===== config.mk =====
export PLATFORM = sky130hd
export DESIGN_NAME = flag_register_bitmap_allocator
export DESIGN_NICKNAME = d
export VERILOG_FILES = /design/src/rtl/frba_pkg.sv /design/src/rtl/flag_register_bitmap_allocator.sv
export SDC_FILE = /design/constraint.sdc
export NUM_CORES = 1
export LEC_CHECK = 0
export BUFFER_PORTS_ARGS = -buffer_cell sky130_fd_sc_hd__buf_4
export CORE_AREA = 2 2 129 131
export DETAILED_ROUTE_END_ITERATION = 10
export DIE_AREA = 0 0 131 133
export PLACE_DENSITY = 0.74
export SLEW_MARGIN = 20
export SYNTH_ARGS = -nofsm -noshare
export SYNTH_HDL_FRONTEND = slang
export SYNTH_SLANG_ARGS = --single-unit

===== constraint.sdc =====
create_clock -name i_clk -period 5.22 [get_ports i_clk]
set_clock_uncertainty 0.2 [all_clocks]
set_input_delay 0.261 -clock i_clk [delete_from_list [all_inputs] [get_ports i_clk]]
set_output_delay 0.261 -clock i_clk [all_outputs]
set_load 0.005 [all_outputs]

===== src/rtl/frba_pkg.sv =====
// ----------------------------------------------------------------------------
// frba_pkg
// types, command and status codes and constants of the flag slot allocator
// ----------------------------------------------------------------------------
package frba_pkg;

    localparam int unsigned SLOT_COUNT_DEFAULT = 64;
    localparam int unsigned SLOT_INDEX_W       = 6;
    localparam int unsigned LOCK_W             = 8;
    localparam int unsigned FLAG_COUNT_W       = 4;

    localparam logic [FLAG_COUNT_W-1:0] FLAG_COUNT_RESET = 4'd4;

    localparam logic [63:0]       PAIR_EVEN_MASK = 64'h5555_5555_5555_5555;
    localparam logic [LOCK_W-1:0] LOCK_PAIR_MASK = 8'h55;

    localparam logic [2:0] CMD_ALLOC_VIRTUAL   = 3'd0;
    localparam logic [2:0] CMD_ALLOC_PHYSICAL  = 3'd1;
    localparam logic [2:0] CMD_LOCK            = 3'd2;
    localparam logic [2:0] CMD_RELEASE         = 3'd3;
    localparam logic [2:0] CMD_CAN_LOCK        = 3'd4;
    localparam logic [2:0] CMD_FREE_UNLOCKED   = 3'd5;
    localparam logic [2:0] CMD_ASSIGN_PHYSICAL = 3'd6;

    localparam logic [1:0] SLOT_WIDTH_PAIR = 2'd2;

    localparam logic [1:0] STATUS_OK             = 2'd0;
    localparam logic [1:0] STATUS_OUT_OF_SLOTS   = 2'd1;
    localparam logic [1:0] STATUS_ILLEGAL_RELOCK = 2'd2;
    localparam logic [1:0] STATUS_NOT_PHYSICAL   = 2'd3;

    typedef struct packed {
        logic [2:0]              cmd;
        logic [1:0]              slot_width;
        logic [SLOT_INDEX_W-1:0] slot_index;
        logic                    allow_relock;
    } t_in_beat;

    typedef struct packed {
        logic [1:0]              status;
        logic [SLOT_INDEX_W-1:0] result_index;
        logic                    answer_bit;
    } t_out_beat;

endpackage


===== src/rtl/flag_register_bitmap_allocator.sv =====
// an accepted input beat is held in the input register, then its result beat in the result register
// throughput: one command per cycle unless the output stalls; the maps update only when a command advances
// the input register frees whenever the result register empties or is taken
// reset (synchronous, i_rst_n low): all slots free, no locks, pointer at 0,
// physical flag count back to 4, both stages empty
// ----------------------------------------------------------------------------
// flag_register_bitmap_allocator
// free map, lock map and round-robin pointer for flag slot allocation
// ----------------------------------------------------------------------------
module flag_register_bitmap_allocator #(
    parameter int unsigned SLOT_COUNT = frba_pkg::SLOT_COUNT_DEFAULT
) (
    input  logic                                i_clk,
    input  logic                                i_rst_n,
    input  logic                                i_cfg_wr_en,
    input  logic [frba_pkg::FLAG_COUNT_W-1:0]   i_cfg_wr_data,
    input  logic                                i_in_valid,
    output logic                                o_in_ready,
    input  frba_pkg::t_in_beat                  i_in_beat,
    output logic                                o_out_valid,
    input  logic                                i_out_ready,
    output frba_pkg::t_out_beat                 o_out_beat
);
    import frba_pkg::*;

    logic [FLAG_COUNT_W-1:0] r_flag_count;
    logic                    r_in_valid;
    t_in_beat                r_in_beat;
    logic                    r_out_valid;
    t_out_beat               r_out_beat;
    logic [SLOT_COUNT-1:0]   r_free_map;
    logic [LOCK_W-1:0]       r_lock_map;
    logic [2:0]              r_next_phys;

    logic [SLOT_COUNT-1:0]   n_free_map;
    logic [LOCK_W-1:0]       n_lock_map;
    logic [2:0]              n_next_phys;
    t_out_beat               n_out_beat;

    logic                    advance;
    logic                    pair;
    logic [3:0]              nflag;
    logic [2:0]              nflag_m1;
    logic [LOCK_W-1:0]       phys_mask;
    logic [LOCK_W-1:0]       unlocked;
    logic [LOCK_W-1:0]       unlocked_pair;
    logic [63:0]             idx_mask;
    logic                    idx_locked;
    logic [SLOT_COUNT-1:0]   alloc_cand;
    logic                    alloc_found;
    logic [SLOT_INDEX_W-1:0] alloc_base;
    logic [63:0]             alloc_mask;
    logic                    alloc_locked;
    logic                    asg_found;
    logic [2:0]              asg_idx;
    logic [3:0]              asg_i;
    logic [2:0]              asg_try;
    logic [LOCK_W-1:0]       asg_mask;

    assign advance     = r_in_valid && (!r_out_valid || i_out_ready);
    assign o_in_ready  = !r_in_valid || advance;
    assign o_out_valid = r_out_valid;
    assign o_out_beat  = r_out_beat;

    // effective physical flag count
    always_comb begin
        if (r_flag_count >= 4'd8) begin
            nflag     = 4'd8;
            nflag_m1  = 3'd7;
            phys_mask = 8'hFF;
        end else if (r_flag_count >= 4'd4) begin
            nflag     = 4'd4;
            nflag_m1  = 3'd3;
            phys_mask = 8'h0F;
        end else begin
            nflag     = 4'd2;
            nflag_m1  = 3'd1;
            phys_mask = 8'h03;
        end
    end

    assign pair          = (r_in_beat.slot_width == SLOT_WIDTH_PAIR);
    assign unlocked      = ~r_lock_map & phys_mask;
    assign unlocked_pair = unlocked & (unlocked >> 1) & LOCK_PAIR_MASK;

    // range at the given base, bits above the lock map count as unlocked
    assign idx_mask   = (pair ? 64'd3 : 64'd1) << r_in_beat.slot_index;
    assign idx_locked = (idx_mask[63:LOCK_W] == '0)
                        && ((idx_mask[LOCK_W-1:0] & ~r_lock_map) == '0);

    // lowest free slot or aligned pair
    assign alloc_cand = pair
        ? (r_free_map & (r_free_map >> 1) & PAIR_EVEN_MASK[SLOT_COUNT-1:0])
        : r_free_map;

    always_comb begin
        alloc_found = 1'b0;
        alloc_base  = '0;
        for (int j = SLOT_COUNT - 1; j >= 0; j--) begin
            if (alloc_cand[j]) begin
                alloc_found = 1'b1;
                alloc_base  = SLOT_INDEX_W'(j);
            end
        end
    end

    assign alloc_mask   = (pair ? 64'd3 : 64'd1) << alloc_base;
    assign alloc_locked = (alloc_mask[63:LOCK_W] == '0)
                          && ((alloc_mask[LOCK_W-1:0] & ~r_lock_map) == '0);

    // round-robin search over the physical slots
    always_comb begin
        asg_found = 1'b0;
        asg_idx   = '0;
        asg_i     = '0;
        asg_try   = '0;
        asg_mask  = '0;
        for (int k = 0; k < LOCK_W; k++) begin
            asg_i   = {1'b0, r_next_phys} + 4'(k);
            asg_try = asg_i[2:0] & nflag_m1;
            asg_mask = (pair ? 8'd3 : 8'd1) << asg_try;
            if (!asg_found && (4'(k) < nflag) && !(pair && asg_i[0])
                    && ((r_lock_map & asg_mask) == '0)) begin
                asg_found = 1'b1;
                asg_idx   = asg_try;
            end
        end
    end

    always_comb begin
        n_free_map = r_free_map;
        n_lock_map = r_lock_map;
        n_next_phys = r_next_phys;
        n_out_beat = '0;
        unique case (r_in_beat.cmd) inside
            CMD_ALLOC_VIRTUAL, CMD_ALLOC_PHYSICAL: begin
                if (!alloc_found) begin
                    n_out_beat.status = STATUS_OUT_OF_SLOTS;
                end else if (r_in_beat.cmd == CMD_ALLOC_VIRTUAL) begin
                    n_free_map = r_free_map & ~alloc_mask[SLOT_COUNT-1:0];
                    n_out_beat.result_index = alloc_base;
                end else if ({2'b00, alloc_base} >= {4'd0, nflag}) begin
                    // virtual slot: claim undone, its lock bits dropped
                    n_lock_map = r_lock_map & ~alloc_mask[LOCK_W-1:0];
                    n_out_beat.status = STATUS_NOT_PHYSICAL;
                end else begin
                    n_free_map = r_free_map & ~alloc_mask[SLOT_COUNT-1:0];
                    n_lock_map = r_lock_map | alloc_mask[LOCK_W-1:0];
                    n_out_beat.result_index = alloc_base;
                    if (alloc_locked) begin
                        n_out_beat.status = STATUS_ILLEGAL_RELOCK;
                    end
                end
            end
            CMD_LOCK: begin
                n_lock_map = r_lock_map | idx_mask[LOCK_W-1:0];
                n_out_beat.result_index = r_in_beat.slot_index;
                n_out_beat.answer_bit   = idx_locked;
                if (idx_locked && !r_in_beat.allow_relock) begin
                    n_out_beat.status = STATUS_ILLEGAL_RELOCK;
                end
            end
            CMD_RELEASE: begin
                n_free_map = r_free_map | idx_mask[SLOT_COUNT-1:0];
                n_lock_map = r_lock_map & ~idx_mask[LOCK_W-1:0];
                n_out_beat.result_index = r_in_beat.slot_index;
            end
            CMD_CAN_LOCK: begin
                n_out_beat.answer_bit = pair ? (unlocked_pair != '0) : (unlocked != '0);
            end
            CMD_FREE_UNLOCKED: begin
                n_free_map = r_free_map & ~{{(SLOT_COUNT-LOCK_W){1'b0}}, unlocked};
            end
            CMD_ASSIGN_PHYSICAL: begin
                if (asg_found) begin
                    n_next_phys = (asg_idx + (pair ? 3'd2 : 3'd1)) & nflag_m1;
                    n_out_beat.result_index = {{(SLOT_INDEX_W-3){1'b0}}, asg_idx};
                end else begin
                    n_out_beat.status = STATUS_OUT_OF_SLOTS;
                end
            end
            default: begin
            end
        endcase
    end

    always_ff @(posedge i_clk) begin
        if (!i_rst_n) begin
            r_flag_count <= FLAG_COUNT_RESET;
            r_in_valid   <= 1'b0;
            r_out_valid  <= 1'b0;
            r_free_map   <= '1;
            r_lock_map   <= '0;
            r_next_phys  <= '0;
        end else begin
            if (i_cfg_wr_en) begin
                r_flag_count <= i_cfg_wr_data;
            end
            if (o_in_ready) begin
                r_in_valid <= i_in_valid;
            end
            if (advance) begin
                r_out_valid <= 1'b1;
                r_free_map  <= n_free_map;
                r_lock_map  <= n_lock_map;
                r_next_phys <= n_next_phys;
            end else if (i_out_ready) begin
                r_out_valid <= 1'b0;
            end
        end
    end

    always_ff @(posedge i_clk) begin
        if (o_in_ready && i_in_valid) begin
            r_in_beat <= i_in_beat;
        end
        if (advance) begin
            r_out_beat <= n_out_beat;
        end
    end

endmodule


# Yosys cells after proc, flatten, opt, wreduce, memory -nomap -nowiden
# Index checks and enable logic that the tools add are counted.
# word_totals
ramBits	0
regBits	102
memories	0
latchBits	0
rom_bits	0
word_cells	343
inputBits	21
out_inout_bits	11
# op_classes
n_mux	178
shift	10
n_reduce_logical	79
n_mul	0
order_cmp	11
div_mod_pow	0
addsub	8
eq_ne	10
bitwise_logic	34
# op_table
operator	n
6-bit 2-to-1 mux	67
64-bit 2-to-1 mux	4
64-bit one-hot mux with 3 select lines	1
64-bit AND	2
56-bit logical NOT	2
8-bit AND	13
8-bit logical NOT	10
1-bit 2-to-1 mux	76
64-bit NOT	1
8-bit NOT with 64-bit output	1
64-bit OR	1
2-bit by 6-bit left shift with 64-bit output	1
64-bit by 6-bit left shift with 64-bit output	1
63-bit AND	1
8-bit by 3-bit left shift with 8-bit output	7
1-bit logical AND	36
3-bit 2-to-1 mux	11
8-bit 2-to-1 mux	4
3-bit AND	9
8-bit NOT	3
8-bit one-hot mux with 3 select lines	1
1-bit logical NOT	18
2-bit 2-to-1 mux	9
6-bit one-hot mux with 3 select lines	1
other kinds (30)	50

# Longest topological paths before layout
# Gate-level depths: netlist of run 1.
# logic_depth
word_depth	75
depth_mapped	22
ltp_nobuf	17

# Worst setup path before layout of run 1
# No wires, ideal clock.
# synth_timing
path_kind	register to register
from	reg r_in_beat[7] in the netlist's numbering
to	reg r_free_map[60]
period_less_slack_ns	4.308
slack_ns	0.912
path_buffers	5
t_arrival_ns	3.972
setup_time_ns	0.136
required_time_ns	4.884
stages_incl_launch_ff	20
path_cell_list	edfxtp_1 > nand2b_4 > buf_6 > buf_6 > buf_6 > o311ai_0 > nand2b_1 > a21boi_0 > o21bai_1 > buf_2 > buf_2 > ha_1 > nor2b_1 > o21ai_0 > nand3b_1 > a41o_1 > a211oi_4 > nand2_4 > nor4_2 > a21oi_1
# synth_via
elab_chain_cells	73
elab_cells_between_ends	144
cone_classes	order compare (1); eq/ne (3); shift (2); mux (134); bitwise (3); reduce/logical (1)
# synth_lines
item	line_no	rtl
from (decl)	flag_register_bitmap_allocator.sv:28	t_in_beat r_in_beat;
from (signal assigned)	flag_register_bitmap_allocator.sv:215	r_in_beat <= i_in_beat;
2-bit equality test *	flag_register_bitmap_allocator.sv:82	assign pair = (r_in_beat.slot_width == SLOT_WIDTH_PAIR);
64-bit 2-to-1 mux	flag_register_bitmap_allocator.sv:93	? (r_free_map & (r_free_map >> 1) & PAIR_EVEN_MASK[SLOT_COUNT-1:0])
6-bit 2-to-1 mux (64 in series)	flag_register_bitmap_allocator.sv:100	if (alloc_cand[j]) begin
2-bit by 6-bit left shift with 64-bit output	flag_register_bitmap_allocator.sv:107	assign alloc_mask = (pair ? 64'd3 : 64'd1) << alloc_base;
64-bit NOT	flag_register_bitmap_allocator.sv:140, flag_register_bitmap_allocator.sv:147	
64-bit AND	flag_register_bitmap_allocator.sv:140, flag_register_bitmap_allocator.sv:147	
64-bit 2-to-1 mux	flag_register_bitmap_allocator.sv:142	end else if ({2'b00, alloc_base} >= {4'd0, nflag}) begin
64-bit 2-to-1 mux	flag_register_bitmap_allocator.sv:139	end else if (r_in_beat.cmd == CMD_ALLOC_VIRTUAL) begin
64-bit 2-to-1 mux	flag_register_bitmap_allocator.sv:137	if (!alloc_found) begin
64-bit one-hot mux with 3 select lines	flag_register_bitmap_allocator.sv:135	unique case (r_in_beat.cmd) inside
to (signal assigned)	flag_register_bitmap_allocator.sv:204	r_free_map <= n_free_map;
to (decl)	flag_register_bitmap_allocator.sv:31	logic [SLOT_COUNT-1:0] r_free_map;
# Mark *: on every way between the ends. The rest lies on a longest branch, timed or not. The select of a mux whose other input is x is not followed.
# A chain may end at the register's enable or synchronous reset.

# Worst setup path in the final report of run 1
# layout_timing
from	reg r_in_beat[8] in the netlist's numbering
to	reg r_free_map[4]
# Same word-level chain as after synthesis.

==> results.sh, run 1 <==
export IMPL_status="completed"
export IMPL_fmax_mhz=198
export IMPL_syn_to_final_growth_pct=13.1
export IMPL_path_cells="buf_4 -> nand2b_4 -> buf_12 -> o21ai_1 -> a211o_1 -> a32oi_1 -> nand4_1 -> a211oi_2 -> nor2_2 -> inv_2 -> ha_1 -> nor2b_1 -> o21ai_0 -> nand3b_1 -> a41o_1 -> a211oi_4 -> buf_4 -> a21oi_2 -> o21ai_0 -> o311ai_0"
export IMPL_clock_power_share=0.373
export IMPL_fp_coreArea_mm2=0.0162
export IMPL_cp_end_kind="register"
export IMPL_clock_latency_ns=0.36
export IMPL_slowest_delay_ns=0.60
export IMPL_synth_common_cells="141 x a21oi_1, 119 x nor2_1, 102 x o21ai_0, 94 x nand2_1, 79 x dfxtp_1"
export IMPL_overflow=0
export IMPL_pin_count=32
export IMPL_swShare=0.309
export IMPL_ys_seq_elements=100
export IMPL_port_buffers=29
export IMPL_firstDrtPassIters=6
export IMPL_die_area_mm2=0.0174
export IMPL_seqPwrFrac=0.463
export IMPL_antenna_found_initial=0
export IMPL_cts_sinks=100
export IMPL_drc=0
export IMPL_hold_viol_final=0
export IMPL_syn_inst=1198
export IMPL_wire_per_inst_um=22.6
export IMPL_fin_tns_setup_ns=0
export IMPL_min_period_ns=5.04
export IMPL_hpwl_mm=23.2
export IMPL_internal_power_mw=1.26
export IMPL_cts_root_buf="clkbuf_16"
export IMPL_num_rows=47
export IMPL_hp_class="in -> reg"
export IMPL_antenna_cells_inserted=0
export IMPL_slew_headroom=0.254
export IMPL_powerDensity_mw_per_mm2=186
export IMPL_grt_util_all_layers=0.376
export IMPL_grt_max_degree=53
export IMPL_cts_repair_resize_count=0
export IMPL_timing_rr_end="r_free_map[4]"
export IMPL_total_power_mw=1.82
export IMPL_synth_area_leaders="dfxtp_1 18%, a21oi_1 8.2%, edfxtp_1 7.3%"
export IMPL_drv_cap=0
export IMPL_synth_async_reset_ratio=0
export IMPL_ys_flop_type="dfxtp_1"
export IMPL_yosys_warnings=0
export IMPL_cts_tree="done"
export IMPL_ff2ff_setup_slack_ns=0.18
export IMPL_synth_distinct_cells=97
export IMPL_final_max_slew_viol_count=0
export IMPL_worstHoldEndpoint="o_out_valid"
export IMPL_die_w_um=131
export IMPL_place_congestion=1.05
export IMPL_worst_pin_slew_ns=1.11
export IMPL_cts_max_level=3
export IMPL_hold_path_startpoint="i_out_ready"
export IMPL_p_comb_frac=0.164
export IMPL_ant_nets=0
export IMPL_cts_inserted_buffers=9
export IMPL_cellLeakagePower_nw=3.51
export IMPL_post_route_period_util=0.965
export IMPL_syn_area_mm2=0.00864
export IMPL_synth_top_area_share=0.183
export IMPL_rr_worst_depth=20
export IMPL_min_path_cells=4
export IMPL_p_sw_uw=562
export IMPL_via_per_inst=7.05
export IMPL_crit_slowest_cell="edfxtp_1"
export IMPL_ir_worst_vdd_v=0.000165
export IMPL_yosysTopAreaCell="dfxtp_1"
export IMPL_cts_clk_slew_worst_paths_ns=0.08
export IMPL_crit_type="reg -> reg"
export IMPL_grt_pass1_wl_mm=50.7
export IMPL_yosysSeqAreaShare=0.256
export IMPL_synth_edf_count=21
export IMPL_synth_nets=1225
export IMPL_grt_pass1_vias=8992
export IMPL_required_ns=5.21
export IMPL_wirelength_mm=33.1
export IMPL_path_max_fanout=33
export IMPL_avgSynthCellArea_um2=7.22
export IMPL_nets=1265
export IMPL_drt_initial_drc_count=1654
export IMPL_rsz0062_at_grt="false"
export IMPL_setup_viol=0
export IMPL_via_count=10300
export IMPL_cts_max_path_buffers=2
export IMPL_synth_most_common_cell="a21oi_1"
export IMPL_initial_core_util=0.535
export IMPL_r2r_start="r_in_beat[8]"
export IMPL_die_y_um=133
export IMPL_critPathArrivalTime_ns=5.03
export IMPL_setup_worst_path_start_class="register"
export IMPL_drive_above_1_share=0.134
-- power groups by stage --
stage | combinational [mW] | sequential (mW) | clock (mW)
global placement | 0.267 | 0.857 | 0
CTS | 0.283 | 0.839 | 0.677
floorplan | 0.190 | 0.833 | 0
global route | 0.316 | 0.844 | 0.709
finish | 0.299 | 0.842 | 0.678
detailed placement | 0.271 | 0.857 | 0
-- critical path: cells and delay by family, from the launching register on --
family	cells	cell delay, ns
compound gates	10	2.43
buf+inv	4	0.75
simple gates	5	0.74
flops	1	0.60
fa+ha+maj	1	0.13
-- registers in the layout (all words and copies together), names as in the netlist, named ones only --
name / flops
r_next_phys: 3
r_in_beat: 12
r_flag_count: 2
o_out_beat: 9
r_in_valid: 1
r_free_map: 64
o_out_valid: 1
-- area by class of cell --
type	instances	area (um2)
fill	1466	6390
clock buffer	9	225
sequential	100	2210
clock inverter	7	78.8
inverter	44	165
timing repair buffer	118	953
tap	220	275
multi-input combinational	965	5870
-- placed cells by master, fill, tap and decap left out, types with 35 or more instances in the layout --
cell | Yosys | layout
dfxtp_1 | 79 | 79
a21oi_1 | 141 | 141
buf_4 | 3 | 99
nor2_1 | 119 | 119
nand3_1 | 35 | 35
o21ai_0 | 102 | 102
nand2_1 | 94 | 94
a211oi_1 | 36 | 36
nor3_1 | 45 | 45
inv_1 | 43 | 42
-- how the worst max path moves through the flow --
stage | startpoint | end | depth (start not counted)
detailed placement | r_in_beat[7] | r_free_map[4] | 17
finish | r_in_beat[8] | r_free_map[4] | 20
global placement | r_in_beat[7] | r_next_phys[1] | 13
CTS | r_in_beat[7] | r_free_map[4] | 17
floorplan | r_in_beat[7] | r_free_map[60] | 19
global route | r_in_beat[8] | r_free_map[6] | 20
-- per-layer routing --
metal,wire (um),part of all wire,vias to the layer above,track usage
li1,-,-,4637,-
met2,13900,0.42,766,0.537
met4,1550,0.047,0,0.156
met5,0,0,-,0
met3,4270,0.13,149,0.0809
met1,13400,0.40,4764,0.544
-- cells by family after synthesis --
| group | after synthesis | share of synthesized area |
|---|---|---|
| adder cells (fa/ha/maj) | 9 | 0.0122 |
| AND/OR/NAND/NOR | 434 | 0.258 |
| flip-flops | 100 | 0.256 |
| AO/OA/AOI/OAI | 503 | 0.386 |
| multiplexers | 14 | 0.0162 |
| buffers and inverters | 134 | 0.0672 |
| XOR/XNOR | 4 | 0.00405 |
-- stage by stage --
stage | hold slack, ns | cells | setup WS, ns | cell area (um2) | utilization
6_report | 0.0128 | 1463 | 0.180 | 9780 | 0.605
5_1_grt | 0.0632 | 1463 | 0.0124 | 9780 | 0.605
4_1_cts | 0.000623 | 1460 | 0.339 | 9750 | 0.603
3_5_place_dp | 0.241 | 1427 | 0.434 | 9280 | 0.574
3_3_place_gp | 0.240 | 1427 | 0.469 | 9280 | 0.574
2_1_floorplan | 0.160 | 1198 | 0.912 | 8640 | -
-- what timing repair did --
item	CTS	global route
buffers inserted	0	2
hold buffers	17	0
endpoints found under the hold margin	15	0
setup endpoints to repair	0	2
No activity file was read; power rests on OpenSTA's default activity.
==> inputs of run 2 (changes only) <==
--- a/config.mk
+++ b/config.mk
@@ -7,6 +7,7 @@
 export LEC_CHECK = 0
 export BUFFER_PORTS_ARGS = -buffer_cell sky130_fd_sc_hd__buf_4
 export CORE_AREA = 2 2 129 131
+export CTS_BUF_LIST = sky130_fd_sc_hd__clkbuf_8
 export DETAILED_ROUTE_END_ITERATION = 10
 export DIE_AREA = 0 0 131 133
 export PLACE_DENSITY = 0.74
==> run 2 against run 1 <==
Against the previous run: global-route usage about the same; final area decreased by 0.93%; first-iteration DRC count increased by 0.97%; sequential cell count unchanged; highest routed layer unchanged; worst hold slack improved by 0.063 ns; largest cell class unchanged; sequential share of layout area increased by 0.21 points; cell count about the same; wire length decreased by 0.48%; non-clock buffer count increased by 1; clock power decreased by 25%; combinational power about the same; clock-buffer cell count unchanged.
==> results.sh, run 2 (synthesis gave the netlist of run 1 again) <==
export IMPL_layout_commonest_cell="a21oi_1"
export IMPL_top_register="r_free_map"
export IMPL_drc=0
export IMPL_fp_coreArea_mm2=0.0162
export IMPL_place_congestion=1.05
export IMPL_crit_end="r_free_map[4]"
export IMPL_hpwl_mm=23.2
export IMPL_grt_max_degree=53
export IMPL_drt_initial_drc_count=1670
export IMPL_largest_reg_flops=64
export IMPL_path_max_fanout=33
export IMPL_cts_repair_resize_count=0
export IMPL_wire_per_inst_um=22.5
export IMPL_grt_pass1_vias=9011
export IMPL_critPathArrivalTime_ns=5.08
export IMPL_cts_sinks=100
export IMPL_rr_worst_depth=20
export IMPL_crit_type="reg -> reg"
export IMPL_nets=1266
export IMPL_port_buffers=29
export IMPL_wirelength_mm=33.0
export IMPL_powerDensity_mw_per_mm2=170
export IMPL_mostFrequentLayoutCells="141 x a21oi_1, 119 x nor2_1, 102 x o21ai_0"
export IMPL_cts_max_level=3
export IMPL_crit_start="r_in_beat[8]"
export IMPL_cts_max_path_buffers=2
export IMPL_drv_cap=0
export IMPL_initial_core_util=0.535
export IMPL_ff2ff_setup_slack_ns=0.18
export IMPL_fillerInstances=1480
export IMPL_fin_util=0.599
export IMPL_cp_end_kind="register"
export IMPL_grt_pass1_wl_mm=50.8
export IMPL_required_ns=5.25
export IMPL_setup_viol=0
export IMPL_via_per_inst=6.99
export IMPL_min_period_ns=5.04
export IMPL_post_route_period_util=0.966
export IMPL_overflow=0
export IMPL_cts_inserted_buffers=9
export IMPL_timing_rr_end="r_free_map[4]"
export IMPL_drive_above_1_share=0.134
export IMPL_total_power_mw=1.65
export IMPL_antenna_cells_inserted=0
export IMPL_fmax_mhz=198
export IMPL_cts_tree="done"
export IMPL_slew_headroom=0.236
export IMPL_rsz0062_at_grt="false"
export IMPL_clock_latency_ns=0.40
export IMPL_pin_count=32
export IMPL_ir_worst_vdd_v=0.000167
export IMPL_die_w_um=131
export IMPL_firstDrtPassIters=9
export IMPL_cellLeakagePower_nw=3.47
export IMPL_worst_pin_slew_ns=1.14
export IMPL_die_y_um=133
export IMPL_cts_clk_slew_worst_paths_ns=0.11
export IMPL_hold_viol_final=0
export IMPL_fin_tns_setup_ns=0
export IMPL_cts_root_buf="clkbuf_8"
export IMPL_antenna_found_initial=0
export IMPL_status="completed"
export IMPL_r2r_start="r_in_beat[8]"
export IMPL_num_rows=47
export IMPL_die_area_mm2=0.0174
export IMPL_hp_class="in -> reg"
export IMPL_via_count=10200
export IMPL_final_max_slew_viol_count=0
export IMPL_ant_nets=0
export IMPL_setup_worst_path_start_class="register"
export IMPL_grt_util_all_layers=0.376
export IMPL_syn_to_final_growth_pct=12.1
## run 2: routing by layer
metal	vias up	track usage	routed length (um)
li1	4632	-	-
met1	4735	0.542	13300
met2	734	0.538	13900
met3	126	0.0817	4260
met4	0	0.159	1530
met5	-	0	0
## run 2: area by class of cell
| class | instances | area (um2) | area share |
|---|---|---|---|
| clock inverters | 7 | 78.8 | 0.00814 |
| flip-flops and latches | 100 | 2210 | 0.228 |
| clock buffers | 9 | 124 | 0.0128 |
| multi-input cells | 965 | 5870 | 0.606 |
| repair buffers | 119 | 963 | 0.0995 |
| well taps | 220 | 275 | 0.0284 |
| inverters | 44 | 165 | 0.0170 |
## run 2: worst min path at each step
| stage | startpoint | end | slack [ns] | cells after the start |
|---|---|---|---|---|
| finish | i_rst_n | r_flag_count[2] | 0.08 | 2 |
| global route | i_rst_n | r_flag_count[2] | 0.12 | 2 |
| CTS | i_rst_n | r_flag_count[2] | 0.06 | 2 |
| detailed placement | i_in_beat[2] | r_in_beat[2] | 0.24 | 1 |
| global placement | i_in_beat[11] | r_in_beat[11] | 0.24 | 1 |
| floorplan | i_in_beat[0] | r_in_beat[0] | 0.16 | 0 |
## run 2: power breakdown
part / switching, mW / total, mW / internal (mW)
Sequential: 0.0363 / 0.842 / 0.805
Clock: 0.320 / 0.510 / 0.190
Combinational: 0.187 / 0.300 / 0.113
## run 2: worst max-delay path: stages, from the launching register on
cell and delay [ns]:
edfxtp_1 0.59, buf_4 0.25, nand2b_4 0.22, buf_12 0.22, o21ai_1 0.09, a211o_1 0.31, a32oi_1 0.22, nand4_1 0.25
a211oi_2 0.43, nor2_2 0.11, inv_2 0.07, ha_1 0.13, nor2b_1 0.04, o21ai_0 0.19, nand3b_1 0.12, a41o_1 0.31
a211oi_4 0.49, buf_4 0.20, a21oi_2 0.06, o21ai_0 0.20, o311ai_0 0.14
## run 2: stage by stage
step	setup WS (ns)	instance area [um2]	hold slack, ns	cells
detailed placement	0.434	9280	0.241	1427
finish	0.177	9690	0.0759	1464
global route	0.00365	9690	0.116	1464
CTS	0.337	9660	0.0640	1461
floorplan	0.912	8640	0.160	1198
global placement	0.469	9280	0.240	1427
## run 2: repair_timing
item	in CTS	in global routing
setup endpoints to repair	0	2
endpoints found under the hold margin	16	0
buffers inserted	0	2
hold buffers	18	0
